`config.mk`:
```
export PLATFORM = sky130hd
export DESIGN_NAME = decimal_date_to_day_number_core
export DESIGN_NICKNAME = d
export VERILOG_FILES = /design/src/rtl/ddn_pkg.sv /design/src/rtl/decimal_date_to_day_number_core.sv
export SDC_FILE = /design/constraint.sdc
export NUM_CORES = 2
export LEC_CHECK = 0
export BUFFER_PORTS_ARGS = -buffer_cell sky130_fd_sc_hd__buf_2
export CAP_MARGIN = 25
export CORE_ASPECT_RATIO = 0.7
export CORE_MARGIN = 2
export CORE_UTILIZATION = 60
export CTS_CLUSTER_SIZE = 14
export DETAILED_ROUTE_END_ITERATION = 8
export PLACE_DENSITY = 0.77
export SLEW_MARGIN = 20
export SYNTH_ARGS = -nofsm -noshare
export SYNTH_HDL_FRONTEND = slang
export SYNTH_SLANG_ARGS = --single-unit
```
`constraint.sdc`:
```
create_clock -name clk -period 24.4 [get_ports clk]
set_clock_uncertainty 0.15 [all_clocks]
set_input_delay 4.88 -clock clk [delete_from_list [all_inputs] [get_ports clk]]
set_output_delay 4.88 -clock clk [all_outputs]
set_load 0.02 [all_outputs]
```
`src/rtl/ddn_pkg.sv`:
```
`timescale 1ns / 1ps
// ----------------------------------------------------------------------------
// ddn_pkg
// Shared widths, error codes and month tables for the date-to-day-number core.
// ----------------------------------------------------------------------------
package ddn_pkg;

  localparam int CodeW  = 27;
  localparam int CountW = 22;
  localparam int ErrW   = 3;
  localparam int YearW  = 14;
  localparam int QuoW   = 14;
  localparam int DayW   = 8;
  localparam int MonW   = 7;
  localparam int CentW  = 7;

  // Reciprocal of 10000 scaled by 2**35 (floor), and of 100 scaled by 2**20.
  localparam int RecipW10k  = 22;
  localparam int Shift10k   = 35;
  localparam int Recip10k   = 3435973;
  localparam int RecipW100  = 14;
  localparam int Shift100   = 20;
  localparam int Recip100   = 10485;

  typedef enum logic [ErrW-1:0] {
    ERR_OK        = 3'd0,
    ERR_NOT_POS   = 3'd1,
    ERR_BAD_YEAR  = 3'd2,
    ERR_BAD_MONTH = 3'd3,
    ERR_BAD_DAY   = 3'd4
  } err_t;

  // Days of the month for a valid month 1..12.
  function automatic logic [4:0] month_days(input logic [3:0] month, input logic leap);
    logic [4:0] d;
    case (month)
      4'd2:                      d = leap ? 5'd29 : 5'd28;
      4'd4, 4'd6, 4'd9, 4'd11:   d = 5'd30;
      default:                   d = 5'd31;
    endcase
    return d;
  endfunction

  // Days in the whole months before a valid month, common year.
  function automatic logic [8:0] days_before(input logic [3:0] month);
    logic [8:0] d;
    case (month)
      4'd1:    d = 9'd0;
      4'd2:    d = 9'd31;
      4'd3:    d = 9'd59;
      4'd4:    d = 9'd90;
      4'd5:    d = 9'd120;
      4'd6:    d = 9'd151;
      4'd7:    d = 9'd181;
      4'd8:    d = 9'd212;
      4'd9:    d = 9'd243;
      4'd10:   d = 9'd273;
      4'd11:   d = 9'd304;
      4'd12:   d = 9'd334;
      default: d = 9'd0;
    endcase
    return d;
  endfunction

endpackage

```
`src/rtl/decimal_date_to_day_number_core.sv`:
```
`timescale 1ns / 1ps
// ----------------------------------------------------------------------------
// decimal_date_to_day_number_core
// Converts a ddmmyyyy decimal date into a Gregorian day number with checks.
// ----------------------------------------------------------------------------
// Usage:
//   Input channel  (valid, ready, date_code): one transaction carries one
//   date packed as day*1000000 + month*10000 + year.
//   Output channel (out_valid, out_ready, day_count, error_code): one
//   transaction per input, in input order. day_count is the day number with
//   1 January of year 1 as day 1, or 0 when error_code is not ERR_OK.
// Throughput: one transaction per cycle. The six-stage pipeline advances
//   as a whole every cycle unless the output stalls; the reciprocal multiply
//   for the divide by 10000 in the first stage is the deepest logic and sets
//   the clock period, the other stages are balanced against it.
// Stall: while out_valid is high and out_ready is low, the whole pipeline
//   holds and ready drops; nothing is lost or repeated.
// Reset: rst (synchronous, active high) clears all stage valid bits and
//   holds ready low; the pipeline is empty and ready is high in the cycle
//   after reset.
// ----------------------------------------------------------------------------
module decimal_date_to_day_number_core (
  input  logic                             clk,
  input  logic                             rst,
  input  logic                             valid,
  output logic                             ready,
  input  logic [ddn_pkg::CodeW-1:0]        date_code,
  output logic                             out_valid,
  input  logic                             out_ready,
  output logic [ddn_pkg::CountW-1:0]       day_count,
  output logic [ddn_pkg::ErrW-1:0]         error_code
);

  localparam int ProdW1 = ddn_pkg::CodeW + ddn_pkg::RecipW10k;
  localparam int ProdW3 = ddn_pkg::QuoW + ddn_pkg::RecipW100;

  logic advance;
  logic [6:1] vld;

  // Stage 1: reciprocal multiply for the divide by 10000.
  logic [ddn_pkg::CodeW-1:0] s1_code;
  logic [ProdW1-1:0]         s1_prod;
  logic                      s1_zero;

  // Stage 2: correct quotient and remainder.
  logic [ddn_pkg::QuoW-1:0]  s2_quo_est;
  logic [ddn_pkg::CodeW-1:0] s2_rem_est;
  logic [ddn_pkg::QuoW-1:0]  s2_quo;
  logic [ddn_pkg::YearW-1:0] s2_year;
  logic                      s2_zero;
  logic [ddn_pkg::QuoW-1:0]  q_year_next;

  // Stage 3: reciprocal multiplies for the two divides by 100.
  logic [ProdW3-1:0]         s3_qprod;
  logic [ProdW3-1:0]         s3_yprod;
  logic [ddn_pkg::QuoW-1:0]  s3_quo;
  logic [ddn_pkg::YearW-1:0] s3_year;
  logic                      s3_zero;

  // Stage 4: corrected day, month, century and year within century.
  logic [ddn_pkg::DayW-1:0]  dq_est;
  logic [ddn_pkg::QuoW-1:0]  dq_rem;
  logic [ddn_pkg::CentW-1:0] cq_est;
  logic [ddn_pkg::YearW-1:0] cq_rem;
  logic [ddn_pkg::DayW-1:0]  s4_day;
  logic [ddn_pkg::MonW-1:0]  s4_month;
  logic [ddn_pkg::CentW-1:0] s4_cent;
  logic [ddn_pkg::CentW-1:0] s4_yrem;
  logic [ddn_pkg::YearW-1:0] s4_year;
  logic                      s4_zero;

  // Stage 5: checks, whole-year days, days before the month.
  logic                       leap;
  logic [ddn_pkg::YearW-1:0]  prev_year;
  logic [ddn_pkg::CentW-1:0]  prev_cent;
  logic [4:0]                 mdays;
  ddn_pkg::err_t              err_next;
  logic [ddn_pkg::CountW-1:0] year_days_next;
  logic [8:0]                 mon_days_next;
  ddn_pkg::err_t              s5_err;
  logic [ddn_pkg::CountW-1:0] s5_year_days;
  logic [8:0]                 s5_mon_days;
  logic [ddn_pkg::DayW-1:0]   s5_day;

  // Stage 6: output register.
  logic [ddn_pkg::CountW-1:0] count_next;

  // Move the whole pipeline unless the output is full and stalled.
  assign advance = !vld[6] || out_ready;
  assign ready   = advance && !rst;

  always_ff @(posedge clk) begin
    if (rst) begin
      vld <= '0;
    end else if (advance) begin
      vld <= {vld[5:1], valid};
    end
  end

  // ---- Stage 1 ----
  always_ff @(posedge clk) begin
    if (advance) begin
      s1_code <= date_code;
      s1_prod <= ProdW1'(date_code) * ProdW1'(ddn_pkg::Recip10k);
      s1_zero <= (date_code == '0);
    end
  end

  // ---- Stage 2 ----
  // The estimate is the true quotient or one below it.
  assign s2_quo_est = s1_prod[ddn_pkg::Shift10k +: ddn_pkg::QuoW];
  assign s2_rem_est = s1_code - ddn_pkg::CodeW'(s2_quo_est) * ddn_pkg::CodeW'(10000);
  assign q_year_next = (s2_rem_est >= ddn_pkg::CodeW'(10000))
                       ? ddn_pkg::QuoW'(s2_rem_est - ddn_pkg::CodeW'(10000))
                       : ddn_pkg::QuoW'(s2_rem_est);

  always_ff @(posedge clk) begin
    if (advance) begin
      s2_quo  <= (s2_rem_est >= ddn_pkg::CodeW'(10000)) ? s2_quo_est + 1'b1 : s2_quo_est;
      s2_year <= q_year_next;
      s2_zero <= s1_zero;
    end
  end

  // ---- Stage 3 ----
  always_ff @(posedge clk) begin
    if (advance) begin
      s3_qprod <= ProdW3'(s2_quo) * ProdW3'(ddn_pkg::Recip100);
      s3_yprod <= ProdW3'(s2_year) * ProdW3'(ddn_pkg::Recip100);
      s3_quo   <= s2_quo;
      s3_year  <= s2_year;
      s3_zero  <= s2_zero;
    end
  end

  // ---- Stage 4 ----
  assign dq_est = s3_qprod[ddn_pkg::Shift100 +: ddn_pkg::DayW];
  assign dq_rem = s3_quo - ddn_pkg::QuoW'(dq_est) * ddn_pkg::QuoW'(100);
  assign cq_est = s3_yprod[ddn_pkg::Shift100 +: ddn_pkg::CentW];
  assign cq_rem = s3_year - ddn_pkg::YearW'(cq_est) * ddn_pkg::YearW'(100);

  always_ff @(posedge clk) begin
    if (advance) begin
      if (dq_rem >= ddn_pkg::QuoW'(100)) begin
        s4_day   <= dq_est + 1'b1;
        s4_month <= ddn_pkg::MonW'(dq_rem - ddn_pkg::QuoW'(100));
      end else begin
        s4_day   <= dq_est;
        s4_month <= ddn_pkg::MonW'(dq_rem);
      end
      if (cq_rem >= ddn_pkg::YearW'(100)) begin
        s4_cent <= cq_est + 1'b1;
        s4_yrem <= ddn_pkg::CentW'(cq_rem - ddn_pkg::YearW'(100));
      end else begin
        s4_cent <= cq_est;
        s4_yrem <= ddn_pkg::CentW'(cq_rem);
      end
      s4_year <= s3_year;
      s4_zero <= s3_zero;
    end
  end

  // ---- Stage 5 ----
  // Leap: divisible by 4, and not a century unless the century divides by 4.
  assign leap = (s4_year[1:0] == 2'b00) && ((s4_yrem != '0) || (s4_cent[1:0] == 2'b00));
  assign mdays = ddn_pkg::month_days(s4_month[3:0], leap);
  assign prev_year = s4_year - 1'b1;
  // (year - 1) / 100 drops by one exactly at a century year.
  assign prev_cent = (s4_yrem == '0) ? s4_cent - 1'b1 : s4_cent;

  always_comb begin
    if (s4_zero) begin
      err_next = ddn_pkg::ERR_NOT_POS;
    end else if (s4_year == '0) begin
      err_next = ddn_pkg::ERR_BAD_YEAR;
    end else if (s4_month == '0 || s4_month > ddn_pkg::MonW'(12)) begin
      err_next = ddn_pkg::ERR_BAD_MONTH;
    end else if (s4_day == '0 || s4_day > ddn_pkg::DayW'(mdays)) begin
      err_next = ddn_pkg::ERR_BAD_DAY;
    end else begin
      err_next = ddn_pkg::ERR_OK;
    end
  end

  assign year_days_next = ddn_pkg::CountW'(prev_year) * ddn_pkg::CountW'(365)
                        + ddn_pkg::CountW'(prev_year >> 2)
                        - ddn_pkg::CountW'(prev_cent)
                        + ddn_pkg::CountW'(prev_cent >> 2);
  assign mon_days_next = ddn_pkg::days_before(s4_month[3:0])
                       + ((leap && s4_month > ddn_pkg::MonW'(2)) ? 9'd1 : 9'd0);

  always_ff @(posedge clk) begin
    if (advance) begin
      s5_err       <= err_next;
      s5_year_days <= year_days_next;
      s5_mon_days  <= mon_days_next;
      s5_day       <= s4_day;
    end
  end

  // ---- Stage 6 ----
  // Drop the count to zero on any error.
  assign count_next = (s5_err == ddn_pkg::ERR_OK)
                      ? s5_year_days + ddn_pkg::CountW'(s5_mon_days)
                        + ddn_pkg::CountW'(s5_day)
                      : '0;

  always_ff @(posedge clk) begin
    if (advance) begin
      day_count  <= count_next;
      error_code <= s5_err;
    end
  end

  assign out_valid = vld[6];

endmodule
```
==> results.ini <==
[clock_tree]
h-tree-depth = 1
postCtsSetupRepairBufs = 0
clk_pin_slew_ns = 0.06
cts_tree = done
cts-buffers-inserted = 27
post_cts_resized = 0
root_buffer = clkbuf_16
cts-hold-fix-buffers = 0
clk_latency_ns = 0.58
clock_sinks = 239
clockBufferDepth = 3

[sta]
rsz0062_at_grt = no
tns_ns = 0
maxSlewHeadroom_pct = 40.5
final_max_slew_viol_count = 0
setup_viol = 0
hold_viol = 0
tightest_slew_ns = 0.893
max_freq_ghz = 0.0879
fin_crit_sh_pct = 46.6
finalCriticalPeriod_ns = 11.38

[yosys]
synth_edf_count = 224
yosysWarnings = 0
ys.flop_type = edfxtp_1
ys_top_cells_by_area = fa_1, ha_1, edfxtp_1
synth_seq_area_share_pct = 20.1
netlist-cell-type-count = 73
synth_area_um2 = 34900
async_flop_share_pct = 0
yosys.area.top_type_share_pct = 26.7
synth_fp_nets = 4473
ys_ff_latch = 239
synth_top_cell_by_area = fa_1
postSynthAreaPerCell_um2 = 10.8
syn_inst = 3238

[place]
dp_hpwl_um = 60800
routabilityCongestion = 0.981
dpl_cell_area_um2 = 36100
portBuffers = 57

[cells_and_area]
nFillCells = 4402
layout_common_cells = inv_1, ha_1, fa_1
area_growth_pct = 6.10
drive_gt1_share_pct = 3.84
finalNetCount = 4551
final_common_cell = inv_1
final_area_um2 = 37000

[worst_setup_path]
crit_top_cell = fa_1
cpPeakStageDelay_ns = 0.57
path_buf_inv = 2
reg2regPathDepth = 32
worstPathRequired_ns = 24.57
arrival_ns = 11.55
crit_slowest_cell = fa_1
critPathKind = primary input to flip-flop
crit_family = adder cells
critical_path.endpoint_type = flip-flop
r2r_start = s1_prod[39]
crit_fanout = 7
rr_endpoint = s2_quo[1]
crit_path_start = date_code[9]
cp.depth = 21
start_kind = primary input
r2r_setup_slack_ns = 16.09
crit_chain = buf_2, inv_1, ha_1, fa_1, fa_1, fa_1, fa_1, fa_1, fa_1, ha_1, a21oi_1, a21boi_0, o21ba_2, a211oi_1, nor3b_1, o31a_1, a41oi_1, a21oi_1, a21o_1, a21oi_1, xnor2_1
crit_end = s1_prod[48]

[drt]
drtIter0Drc = 1598
dr.pass1.iters = 5
routed_wl_um = 71200
drc = 0
wl_per_cell_um = 17.4
dr_total_vias = 22100
viasPerCell = 5.42
ant_nets = 0

[global_route]
track_usage_pct = 25.2
overflow = 0
grt_pass1_vias = 23200
grt_pass1_wl_um = 120000
grt_antenna_before_repair = 2
grt_max_degree = 91

[die]
io_pins = 58
coreArea_um2 = 57200
die_area_um2 = 60200
die_y_um = 206
die_x_um = 292
rows = 73
start_util_pct = 61.1

[min_path]
hp-class = flip-flop to flip-flop

[status]
status = completed

[flow_run]
drv_cap = 0

-- per-layer routing --
metal	up-vias	part of all wire, %	track usage, %
met4	0	1.3	3.88
met3	71	7.3	4.54
met2	568	42	38.9
met5	-	0	0
li1	10800	-	-
met1	10700	49	38.1
-- flip-flops by register name, summed over array words and instances (netlist names), 6 cells and up, named ones only --
| signal | count |
|---|---|
| s1_prod | 14 |
| s1_code | 27 |
| s5_year_days | 22 |
| s5_mon_days | 9 |
| s3_yprod | 9 |
| s4_year | 12 |
| day_count | 22 |
| s3_quo | 12 |
| s3_qprod | 10 |
| s2_year | 14 |
| s4_month | 7 |
| s3_year | 12 |
| s4_day | 8 |
| vld | 6 |
| s2_quo | 14 |
| s4_yrem | 7 |
| s5_day | 8 |
| s4_cent | 7 |
-- layout make-up --
type                            instances  area, um2  area share (%)
Tap cell                              750        938            2.53
Clock buffer                           28        679            1.83
Clock inverter                         21        216           0.584
Timing Repair Buffer                   63        350           0.946
Multi-Input combinational cell       2156      24700            66.7
Inverter                              829       3120            8.42
Antenna cell                            1       2.50         0.00676
Sequential cell                       239       7030            19.0
-- cell usage after synthesis, types with 25 or more instances --
master    instances
xor2_1           64
xnor2_1         134
ha_1            739
nor2_1           80
edfxtp_1        224
a21oi_1         106
nand2_1          95
a21o_1           38
o21ai_0          66
fa_1            465
inv_1           828
nor3_1           35
nand3_1          46
nand4_1          25
-- per-stage QoR --
step | hold slack [ns] | setup WS (ns) | util (%) | cells
5_1_grt | 0.297 | 12.61 | 64.8 | 4086
3_5_place_dp | 0.272 | 12.46 | 63.2 | 4036
3_3_place_gp | 0.253 | 12.56 | 63.2 | 4036
4_1_cts | 0.284 | 13.05 | 64.7 | 4085
2_1_floorplan | 0.250 | 13.29 | - | 3238
6_report | 0.287 | 13.02 | 64.8 | 4087
-- worst reg2reg max path, delay by kind of cell (launching register included) --
family | cells | cell delay (ns)
AOI/OAI and AO/OA | 7 | 1.59
xor gates and xnor gates | 1 | 0.14
adders and majority gates | 7 | 2.74
buffers and inverters | 7 | 0.76
DFF | 1 | 0.55
muxes | 1 | 0.36
and+or+nand+nor | 9 | 1.78
-- kinds of logic after synthesis --
| logic type | after synthesis | synth area share, % |
|---|---|---|
| fa+ha+maj | 1204 | 53.1 |
| xor+xnor | 199 | 5.01 |
| mux | 18 | 0.609 |
| flops | 239 | 20.1 |
| compound gates | 334 | 6.16 |
| buf+inv | 843 | 9.12 |
| simple gates | 401 | 5.82 |
-- worst min-delay path by stage --
stage | startpoint | end | cells after the start
2_1_floorplan | s1_zero | s2_zero | 0
6_report | s3_zero | s4_zero | 0
3_3_place_gp | s3_zero | s4_zero | 0
3_5_place_dp | s3_zero | s4_zero | 0
4_1_cts | s3_zero | s4_zero | 0
5_1_grt | s3_zero | s4_zero | 0
Power is not shown: default switching activity piles up to over one toggle a cycle in this logic, so the estimate is an artifact.
